[config.mk]
export PLATFORM = sky130hd
export DESIGN_NAME = pixel_format_convert_flat
export DESIGN_NICKNAME = d
export VERILOG_FILES = /design/src/design/pfc_pkg.sv /design/src/design/pfc_stream_if.sv /design/src/design/pfc_chan_lane.sv /design/src/design/pixel_format_convert.sv /design/src/flat_wrapper.sv
export VERILOG_INCLUDE_DIRS = /design/src /design/src/design
export SDC_FILE = /design/constraint.sdc
export NUM_CORES = 2
export LEC_CHECK = 0
export BUFFER_PORTS_ARGS = -buffer_cell sky130_fd_sc_hd__buf_2
export CAP_MARGIN = 20
export CORE_ASPECT_RATIO = 1.5
export CORE_MARGIN = 5
export CORE_UTILIZATION = 36
export CTS_CLUSTER_SIZE = 14
export DETAILED_ROUTE_END_ITERATION = 8
export PLACE_DENSITY = 0.57
export SLEW_MARGIN = 20
export SYNTH_ARGS = -nofsm -noshare
export SYNTH_HDL_FRONTEND = slang
export SYNTH_HIERARCHICAL = 1
export SYNTH_SLANG_ARGS = --single-unit
[constraint.sdc]
create_clock -name clk -period 14.7 [get_ports clk]
set_input_delay 2.94 -clock clk [delete_from_list [all_inputs] [get_ports clk]]
set_output_delay 2.94 -clock clk [all_outputs]
set_load 0.1 [all_outputs]
[src/design/pixel_format_convert_macros.svh]
// Assertion macros shared by the pixel format converter.
// No dependencies; included by the files that carry assertions.
`ifndef PIXEL_FORMAT_CONVERT_MACROS_SVH
`define PIXEL_FORMAT_CONVERT_MACROS_SVH
`ifndef SYNTHESIS
`define PFC_ASSERT_NOW(label, clk, rst, ante, cons) \
  label: assert property (@(posedge clk) disable iff (rst) (ante) |-> (cons)) \
    else $error("pixel format converter check failed");
`define PFC_ASSERT_NEXT(label, clk, rst, ante, cons) \
  label: assert property (@(posedge clk) disable iff (rst) (ante) |=> (cons)) \
    else $error("pixel format converter check failed");
`else
`define PFC_ASSERT_NOW(label, clk, rst, ante, cons)
`define PFC_ASSERT_NEXT(label, clk, rst, ante, cons)
`endif
`endif

[src/design/pfc_pkg.sv]
// Package of the pixel format converter: widths, register indexes,
// reset values, channel format type and field helpers. No dependencies.
package pfc_pkg;

  localparam int PIX_W       = 32;
  localparam int CHAN_W      = 8;
  localparam int SHIFT_W     = 5;
  localparam int NUM_CHAN    = 4;
  localparam int BPP_W       = 6;
  localparam int MAX_REG_W   = NUM_CHAN * CHAN_W;
  localparam int SHIFT_REG_W = NUM_CHAN * SHIFT_W;
  localparam int CFG_IDX_W   = 3;
  localparam int CFG_DATA_W  = 32;

  // Remainder steps done in each divider stage; must divide CHAN_W.
  localparam int DIV_STEPS_PER_STAGE = 2;

  localparam int CH_BLUE  = 0;
  localparam int CH_GREEN = 1;
  localparam int CH_RED   = 2;
  localparam int CH_ALPHA = 3;

  localparam logic [CFG_IDX_W-1:0] REG_SRC_BPP   = 3'd0;
  localparam logic [CFG_IDX_W-1:0] REG_SRC_MAX   = 3'd1;
  localparam logic [CFG_IDX_W-1:0] REG_SRC_SHIFT = 3'd2;
  localparam logic [CFG_IDX_W-1:0] REG_DST_BPP   = 3'd3;
  localparam logic [CFG_IDX_W-1:0] REG_DST_MAX   = 3'd4;
  localparam logic [CFG_IDX_W-1:0] REG_DST_SHIFT = 3'd5;

  localparam logic [BPP_W-1:0]       RESET_BPP   = 6'd32;
  localparam logic [MAX_REG_W-1:0]   RESET_MAX   = 32'h00FF_FFFF;
  localparam logic [SHIFT_REG_W-1:0] RESET_SHIFT = 20'hC4100;

  typedef struct packed {
    logic [CHAN_W-1:0]  smax;
    logic [CHAN_W-1:0]  dmax;
    logic [SHIFT_W-1:0] sshift;
  } chan_fmt_t;

  function automatic logic [CHAN_W-1:0] chan_max(input logic [MAX_REG_W-1:0] word,
                                                 input int unsigned ch);
    return word[ch*CHAN_W +: CHAN_W];
  endfunction

  function automatic logic [SHIFT_W-1:0] chan_shift(input logic [SHIFT_REG_W-1:0] word,
                                                    input int unsigned ch);
    return word[ch*SHIFT_W +: SHIFT_W];
  endfunction

endpackage

[src/design/pfc_stream_if.sv]
// Valid/ready stream interfaces for source and destination pixels.
// Depends on pfc_pkg for the pixel width.
interface pfc_src_stream_if;
  logic                    valid;
  logic                    ready;
  logic [pfc_pkg::PIX_W-1:0] src_pixel;
  modport source (output valid, output src_pixel, input ready);
  modport sink (input valid, input src_pixel, output ready);
endinterface

interface pfc_dst_stream_if;
  logic                    valid;
  logic                    ready;
  logic [pfc_pkg::PIX_W-1:0] dst_pixel;
  modport source (output valid, output dst_pixel, input ready);
  modport sink (input valid, input dst_pixel, output ready);
endinterface

[src/design/pfc_chan_lane.sv]
// One colour channel lane: extract and multiply, then a pipelined
// restoring divider by the source maximum. Depends on pfc_pkg.
module pfc_chan_lane #(
  parameter int DIV_STEPS = pfc_pkg::DIV_STEPS_PER_STAGE
) (
  input  logic                                  clk,
  input  logic [pfc_pkg::CHAN_W/DIV_STEPS:0]    en,
  input  logic [pfc_pkg::PIX_W-1:0]             pixel,
  input  pfc_pkg::chan_fmt_t                    fmt,
  output logic [pfc_pkg::CHAN_W-1:0]            quot
);

  localparam int W          = pfc_pkg::CHAN_W;
  localparam int DIV_STAGES = W / DIV_STEPS;

  // Working word: upper half is the partial remainder, lower half holds the
  // dividend bits still to come and, from the bottom, the quotient bits.
  logic [2*W-1:0] work [DIV_STAGES+1];
  logic [W-1:0]   value;

  function automatic logic [2*W-1:0] div_step(input logic [2*W-1:0] w,
                                              input logic [W-1:0] d);
    logic [W:0] t;
    logic [W:0] diff;
    t    = {w[2*W-1:W], w[W-1]};
    diff = t - {1'b0, d};
    if (t >= {1'b0, d}) begin
      return {diff[W-1:0], w[W-2:0], 1'b1};
    end else begin
      return {t[W-1:0], w[W-2:0], 1'b0};
    end
  endfunction

  assign value = W'(pixel >> fmt.sshift) & fmt.smax;

  // The extracted value never exceeds the divisor, so the product's upper
  // half is already a valid remainder and only W quotient bits remain.
  always_ff @(posedge clk) begin
    if (en[0]) begin
      work[0] <= (2*W)'(value) * (2*W)'(fmt.dmax);
    end
  end

  for (genvar j = 1; j <= DIV_STAGES; j++) begin : g_div
    logic [2*W-1:0] acc;
    always_comb begin
      acc = work[j-1];
      for (int s = 0; s < DIV_STEPS; s++) begin
        acc = div_step(acc, fmt.smax);
      end
    end
    always_ff @(posedge clk) begin
      if (en[j]) begin
        work[j] <= acc;
      end
    end
  end

  assign quot = work[DIV_STAGES][W-1:0];

endmodule

[src/design/pixel_format_convert.sv]
// Pixel format converter, top level. Takes one packed pixel per transfer
// and gives it repacked in the destination format. Depends on pfc_pkg,
// pfc_stream_if, pfc_chan_lane and pixel_format_convert_macros.svh.
//
// One pixel is accepted every clock unless back-pressure holds the first
// stage, and results leave in order, one per source pixel. One stage
// extracts and multiplies each channel, the restoring divider by the source
// maximum spends DIV_STEPS_PER_STAGE remainder steps in each following
// stage, and a last stage selects between the pass-through, alpha clear,
// alpha set and repacked results into the output register. Each stage holds
// only while the stage after it is full and stalled, so bubbles close up
// under back-pressure. The formats must be written only while no pixel is
// in flight.
`include "pixel_format_convert_macros.svh"

module pixel_format_convert #(
  parameter int DIV_STEPS = pfc_pkg::DIV_STEPS_PER_STAGE
) (
  input  logic                              clk,
  input  logic                              rst,
  input  logic                              cfg_write,
  input  logic [pfc_pkg::CFG_IDX_W-1:0]     cfg_index,
  input  logic [pfc_pkg::CFG_DATA_W-1:0]    cfg_data,
  pfc_src_stream_if.sink                    src,
  pfc_dst_stream_if.source                  dst
);

  localparam int DIV_STAGES = pfc_pkg::CHAN_W / DIV_STEPS;
  localparam int NS         = DIV_STAGES + 2;

  logic [pfc_pkg::BPP_W-1:0]       src_bpp;
  logic [pfc_pkg::MAX_REG_W-1:0]   src_max;
  logic [pfc_pkg::SHIFT_REG_W-1:0] src_shift;
  logic [pfc_pkg::BPP_W-1:0]       dst_bpp;
  logic [pfc_pkg::MAX_REG_W-1:0]   dst_max;
  logic [pfc_pkg::SHIFT_REG_W-1:0] dst_shift;

  logic [NS-1:0]              vld;
  logic [NS-1:0]              en;
  logic [pfc_pkg::PIX_W-1:0]  pix [DIV_STAGES+1];
  logic [pfc_pkg::PIX_W-1:0]  result;
  logic [pfc_pkg::PIX_W-1:0]  dst_pixel_reg;
  logic [pfc_pkg::CHAN_W-1:0] quot [pfc_pkg::NUM_CHAN];

  // Configuration registers.
  always_ff @(posedge clk) begin
    if (rst) begin
      src_bpp   <= pfc_pkg::RESET_BPP;
      src_max   <= pfc_pkg::RESET_MAX;
      src_shift <= pfc_pkg::RESET_SHIFT;
      dst_bpp   <= pfc_pkg::RESET_BPP;
      dst_max   <= pfc_pkg::RESET_MAX;
      dst_shift <= pfc_pkg::RESET_SHIFT;
    end else if (cfg_write) begin
      unique case (cfg_index)
        pfc_pkg::REG_SRC_BPP:   src_bpp   <= cfg_data[pfc_pkg::BPP_W-1:0];
        pfc_pkg::REG_SRC_MAX:   src_max   <= cfg_data[pfc_pkg::MAX_REG_W-1:0];
        pfc_pkg::REG_SRC_SHIFT: src_shift <= cfg_data[pfc_pkg::SHIFT_REG_W-1:0];
        pfc_pkg::REG_DST_BPP:   dst_bpp   <= cfg_data[pfc_pkg::BPP_W-1:0];
        pfc_pkg::REG_DST_MAX:   dst_max   <= cfg_data[pfc_pkg::MAX_REG_W-1:0];
        pfc_pkg::REG_DST_SHIFT: dst_shift <= cfg_data[pfc_pkg::SHIFT_REG_W-1:0];
        default: ;
      endcase
    end
  end

  // A stage may load when it is empty or its contents move on this cycle.
  always_comb begin
    en[NS-1] = !vld[NS-1] || dst.ready;
    for (int k = NS - 2; k >= 0; k--) begin
      en[k] = !vld[k] || en[k+1];
    end
  end

  assign src.ready = en[0];

  always_ff @(posedge clk) begin
    if (rst) begin
      vld <= '0;
    end else begin
      if (en[0]) begin
        vld[0] <= src.valid;
      end
      for (int k = 1; k < NS; k++) begin
        if (en[k]) begin
          vld[k] <= vld[k-1];
        end
      end
    end
  end

  always_ff @(posedge clk) begin
    if (en[0]) begin
      pix[0] <= src.src_pixel;
    end
    for (int k = 1; k <= DIV_STAGES; k++) begin
      if (en[k]) begin
        pix[k] <= pix[k-1];
      end
    end
  end

  for (genvar c = 0; c < pfc_pkg::NUM_CHAN; c++) begin : g_lane
    pfc_pkg::chan_fmt_t fmt;
    assign fmt.smax   = pfc_pkg::chan_max(src_max, c);
    assign fmt.dmax   = pfc_pkg::chan_max(dst_max, c);
    assign fmt.sshift = pfc_pkg::chan_shift(src_shift, c);

    pfc_chan_lane #(
      .DIV_STEPS (DIV_STEPS)
    ) u_lane (
      .clk   (clk),
      .en    (en[DIV_STAGES:0]),
      .pixel (src.src_pixel),
      .fmt   (fmt),
      .quot  (quot[c])
    );
  end

  // Final selection. The user must keep the configuration steady while pixels
  // are in flight (the block does not enforce it), so it is read directly here.
  always_comb begin
    logic                        alike;
    logic [pfc_pkg::CHAN_W-1:0]  samax;
    logic [pfc_pkg::CHAN_W-1:0]  damax;
    logic [pfc_pkg::SHIFT_W-1:0] sash;
    logic [pfc_pkg::SHIFT_W-1:0] dash;
    logic [pfc_pkg::CHAN_W-1:0]  chv;
    logic [pfc_pkg::PIX_W-1:0]   packed_px;
    alike = (src_bpp == dst_bpp)
         && (src_max[3*pfc_pkg::CHAN_W-1:0] == dst_max[3*pfc_pkg::CHAN_W-1:0])
         && (src_shift[3*pfc_pkg::SHIFT_W-1:0] == dst_shift[3*pfc_pkg::SHIFT_W-1:0]);
    samax = pfc_pkg::chan_max(src_max, pfc_pkg::CH_ALPHA);
    damax = pfc_pkg::chan_max(dst_max, pfc_pkg::CH_ALPHA);
    sash  = pfc_pkg::chan_shift(src_shift, pfc_pkg::CH_ALPHA);
    dash  = pfc_pkg::chan_shift(dst_shift, pfc_pkg::CH_ALPHA);
    packed_px = '0;
    for (int c = 0; c < pfc_pkg::NUM_CHAN; c++) begin
      // An empty source channel always yields zero, whatever the divider gave.
      if (pfc_pkg::chan_max(src_max, c) == '0) begin
        chv = '0;
      end else begin
        chv = quot[c];
      end
      packed_px = packed_px
                | (pfc_pkg::PIX_W'(chv) << pfc_pkg::chan_shift(dst_shift, c));
    end
    if (alike && samax == damax && sash == dash) begin
      result = pix[DIV_STAGES];
    end else if (alike && damax == '0 && samax != '0) begin
      result = pix[DIV_STAGES] & ~(pfc_pkg::PIX_W'(samax) << sash);
    end else if (alike && damax != '0 && samax == '0) begin
      result = pix[DIV_STAGES] | (pfc_pkg::PIX_W'(damax) << dash);
    end else begin
      result = packed_px;
    end
  end

  always_ff @(posedge clk) begin
    if (en[NS-1]) begin
      dst_pixel_reg <= result;
    end
  end

  assign dst.valid     = vld[NS-1];
  assign dst.dst_pixel = dst_pixel_reg;

  // An accepted pixel always occupies the first stage next cycle.
  `PFC_ASSERT_NEXT(a_accept_fills_first, clk, rst, src.valid && src.ready, vld[0])
  // A full first stage that cannot move keeps its pixel.
  `PFC_ASSERT_NEXT(a_first_holds, clk, rst, vld[0] && !en[0], vld[0])
  // Occupancy rises by one on an input transfer without an output transfer.
  `PFC_ASSERT_NEXT(a_count_up, clk, rst, src.valid && src.ready && !(dst.valid && dst.ready), $countones(vld) == $past($countones(vld)) + 1)
  // Occupancy falls by one on an output transfer without an input transfer.
  `PFC_ASSERT_NEXT(a_count_down, clk, rst, !(src.valid && src.ready) && dst.valid && dst.ready, $countones(vld) + 1 == $past($countones(vld)))

endmodule
[src/flat_wrapper.sv]
// flat-port wrapper written by rule: the top's interface ports become plain ports
module pixel_format_convert_flat 
#(
  parameter int DIV_STEPS = pfc_pkg::DIV_STEPS_PER_STAGE
)
  (clk, rst, cfg_write, cfg_index, cfg_data, src_valid, src_src_pixel, src_ready, dst_valid, dst_dst_pixel, dst_ready);
  pfc_src_stream_if src_i ();
  pfc_dst_stream_if dst_i ();
  input  logic clk;
  input  logic rst;
  input  logic cfg_write;
  input  logic [pfc_pkg::CFG_IDX_W-1:0] cfg_index;
  input  logic [pfc_pkg::CFG_DATA_W-1:0] cfg_data;
  input wire logic [$bits(src_i.valid)-1:0] src_valid;
  input wire logic [$bits(src_i.src_pixel)-1:0] src_src_pixel;
  output wire logic [$bits(src_i.ready)-1:0] src_ready;
  output wire logic [$bits(dst_i.valid)-1:0] dst_valid;
  output wire logic [$bits(dst_i.dst_pixel)-1:0] dst_dst_pixel;
  input wire logic [$bits(dst_i.ready)-1:0] dst_ready;
  assign src_i.valid = src_valid;
  assign src_i.src_pixel = src_src_pixel;
  assign src_ready = src_i.ready;
  assign dst_valid = dst_i.valid;
  assign dst_dst_pixel = dst_i.dst_pixel;
  assign dst_i.ready = dst_ready;
  pixel_format_convert #(.DIV_STEPS(DIV_STEPS)) u_core (.clk(clk), .rst(rst), .cfg_write(cfg_write), .cfg_index(cfg_index), .cfg_data(cfg_data), .src(src_i), .dst(dst_i));
endmodule
==> results.ini <==
[timing]
min_period_over_period_pct=58.8
skew_ns=0.0454
setup_ws_ns=6.05
relSlewSlack_pct=26.4
fin_hold_ws_ns=0.409
min_period_ns=8.65
setup_violations=0
slew_violations=0
worstMarginPinSlew_ns=1.10
max_clock_freq_mhz=116
fin_tns_setup_ns=0
rsz0062_at_grt=no
finalHoldViolCount=0

[synthesis]
synth_cells=4984
synth_flop_cell=edfxtp_1
synth_edf_count=480
synth_cell_types=124
ys_seq_elements=602
synth_area_leaders=edfxtp_1 29%, ha_1 9.9%, fa_1 6.8%, mux2i_1 5.1%, dfxtp_1 4.8%
ys_seq_area_share_pct=33.4
yosysWarnings=6
post_synth.cell_area_avg_sq_um=10.1
syn_nets=5628
synth_top_area_share_pct=28.6
async_flop_share_pct=0
yosys.area.top_type=edfxtp_1
synth_area_sq_um=50400

[clocking]
clock_sinks=602
clk_pin_slew_worst_paths_ns=0.06
post-cts-setup-buffers=0
clk_latency_ns=0.67
cts_root_buf=clkbuf_16
cts_tree=done
hold_buffers=0
cts_buffers=67
ctsResizeCount=0
htree_levels=3
cts_buffer_depth=3

[finish]
final_cell_mix=539 x nand2_1, 480 x edfxtp_1, 400 x ha_1
n_fill_cell=13800
mostFrequentLayoutCell=nand2_1
final_core_util_pct=39.3
largest_reg_flops=288
fin_area_sq_um=54900
area_growth_pct=8.93
reg_top3=u_core/g_lane.u_lane/work (288), u_core/pix (160)
layout.nets=5640
largest_register=u_core/g_lane.u_lane/work
drive_gt1_share_pct=12.4
instances_no_fill=6933

[drt]
wl_um=152000
vias_per_cell=5.50
ant_nets=0
vias=38100
drc=0
drtIter0Drc=2544
routedWlPerCell_um=21.9
drt_first_pass_iters=6

[worst_setup_path]
path_cells=buf_2, mux2i_1, mux4_2, mux4_2, nor2b_4, nand2_1, fa_1, fa_1, inv_1, fa_1, inv_1, fa_1, inv_1, ha_1, o21a_1, o31a_1, o211ai_1, a21oi_1, a2111oi_1, a21oi_1, xnor2_1
cp-start-kind=input pin
worstPathMaxFanout=13
critPathTopFamily=adder cells
crit_arrival_ns=9.02
cp_data_required_time_ns=15.08
cp_slowest_cell=mux4_2
path_class=input pin to flip-flop
worst-path-buf-inv=4
end_kind=flip-flop
cpPeakStageDelay_ns=0.63
cp_common_cell=fa_1

[hold_path]
min_path_type=flip-flop to flip-flop

[placement]
place_area_sq_um=52500
hpwl_um=117000
io_buffers=105
dpl.cell_count=6797
place_ws_ns=5.42
place.gp.congestion=0.974

[die]
die_w_um=316
initial_core_util_pct=36.1
ios=106
core_sq_um=140000
die_area_sq_um=148000
num_rows=168
die_h_um=468

[grt]
globalRoute.totalOverflow=0
grt_pass1_vias=38400
grt_use_total_pct=20.0
antenna_found_initial=20
grt_max_degree=99
grt_pass1_wl_um=229000

[job]
cap_violations=0

[power]
ir_worst_vdd_mv=0.107
leakage_nw=22.9
power_density_nw_per_um2=202
total_power_mw=11.1

[status]
status=finished clean

metal layers:
metal  wire, um  vias to the layer above  part of all wire [%]  track usage (%)
met4       9120                        6                   6.0             10.7
met2      77100                     1041                    51             36.1
li1           -                    18000                     -                -
met1      58500                    18800                    38             22.7
met3       7300                      353                   4.8             3.04
met5         31                        -                 0.020                0
logic make-up (layout without fill, tap and decap cells):
logic type      count (synthesis)  in the layout  share of synthesized area [%]
xor+xnor                      239            239                           4.17
buf+inv                       627            693                           5.49
compound gates                955            955                           12.6
fa+ha+maj                     572            572                           16.8
simple gates                 1469           1469                           14.6
flops                         602            602                           33.4
mux                           520            520                           12.9
other cells                     0             13                              0
report_power, final:
group	switching (mW)	internal (mW)
Clock	0.758	1.03
Combinational	3.59	2.84
Sequential	0.289	2.60
Total	4.64	6.47
synthesized netlist by cell type (all sizes together), types with 11 or more instances:
master and number:
o21ai 186, a211o 16, a22o 12, and3 19
mux4 84, nand2b 65, nor2b 91, nor4 24
mux2 181, and2 178, o2bb2ai 11, a31oi 27
a221oi 13, a22oi 21, o31a 13, inv 403
o211ai 38, ha 400, or3 14, fa 172
a211oi 40, xor2 35, nor3 54, nand2 543
clkbuf 86, nor2 255, dfxtp 122, o21a 45
nand4 48, o21bai 18, edfxtp 480, nand3b 11
a2111oi 11, mux2i 255, o31ai 12, nand3 124
xnor2 204, o22ai 29, a21o 59, or2 18
buf 132, a21oi 290
worst paths after layout:
path                                             from                                   to  slack [ns]  cells after the start
setup / recovery                    src_src_pixel[31]  u_core/g_lane[3].u_lane/work[0][15]        6.05                     21
hold / removal    u_core/g_lane[0].u_lane/work[0][37]  u_core/g_lane[0].u_lane/work[0][55]        0.41                      0
setup reg to reg                 u_core/src_shift[16]  u_core/g_lane[3].u_lane/work[0][15]        7.39                     21
hold reg to reg   u_core/g_lane[0].u_lane/work[0][37]  u_core/g_lane[0].u_lane/work[0][55]        0.41                      0
cell type report:
cell class / count / area, sq um / area share (%)
multi-input cells: 3755 / 30800 / 56.1
flip-flops and latches: 602 / 16900 / 30.7
well taps: 1870 / 2340 / 4.26
clock buffers: 79 / 1790 / 3.27
inverters: 409 / 1540 / 2.81
repair buffers: 161 / 971 / 1.77
clock inverters: 44 / 538 / 0.980
diodes: 13 / 32.5 / 0.0592
No activity file was read; power rests on OpenSTA's default activity.
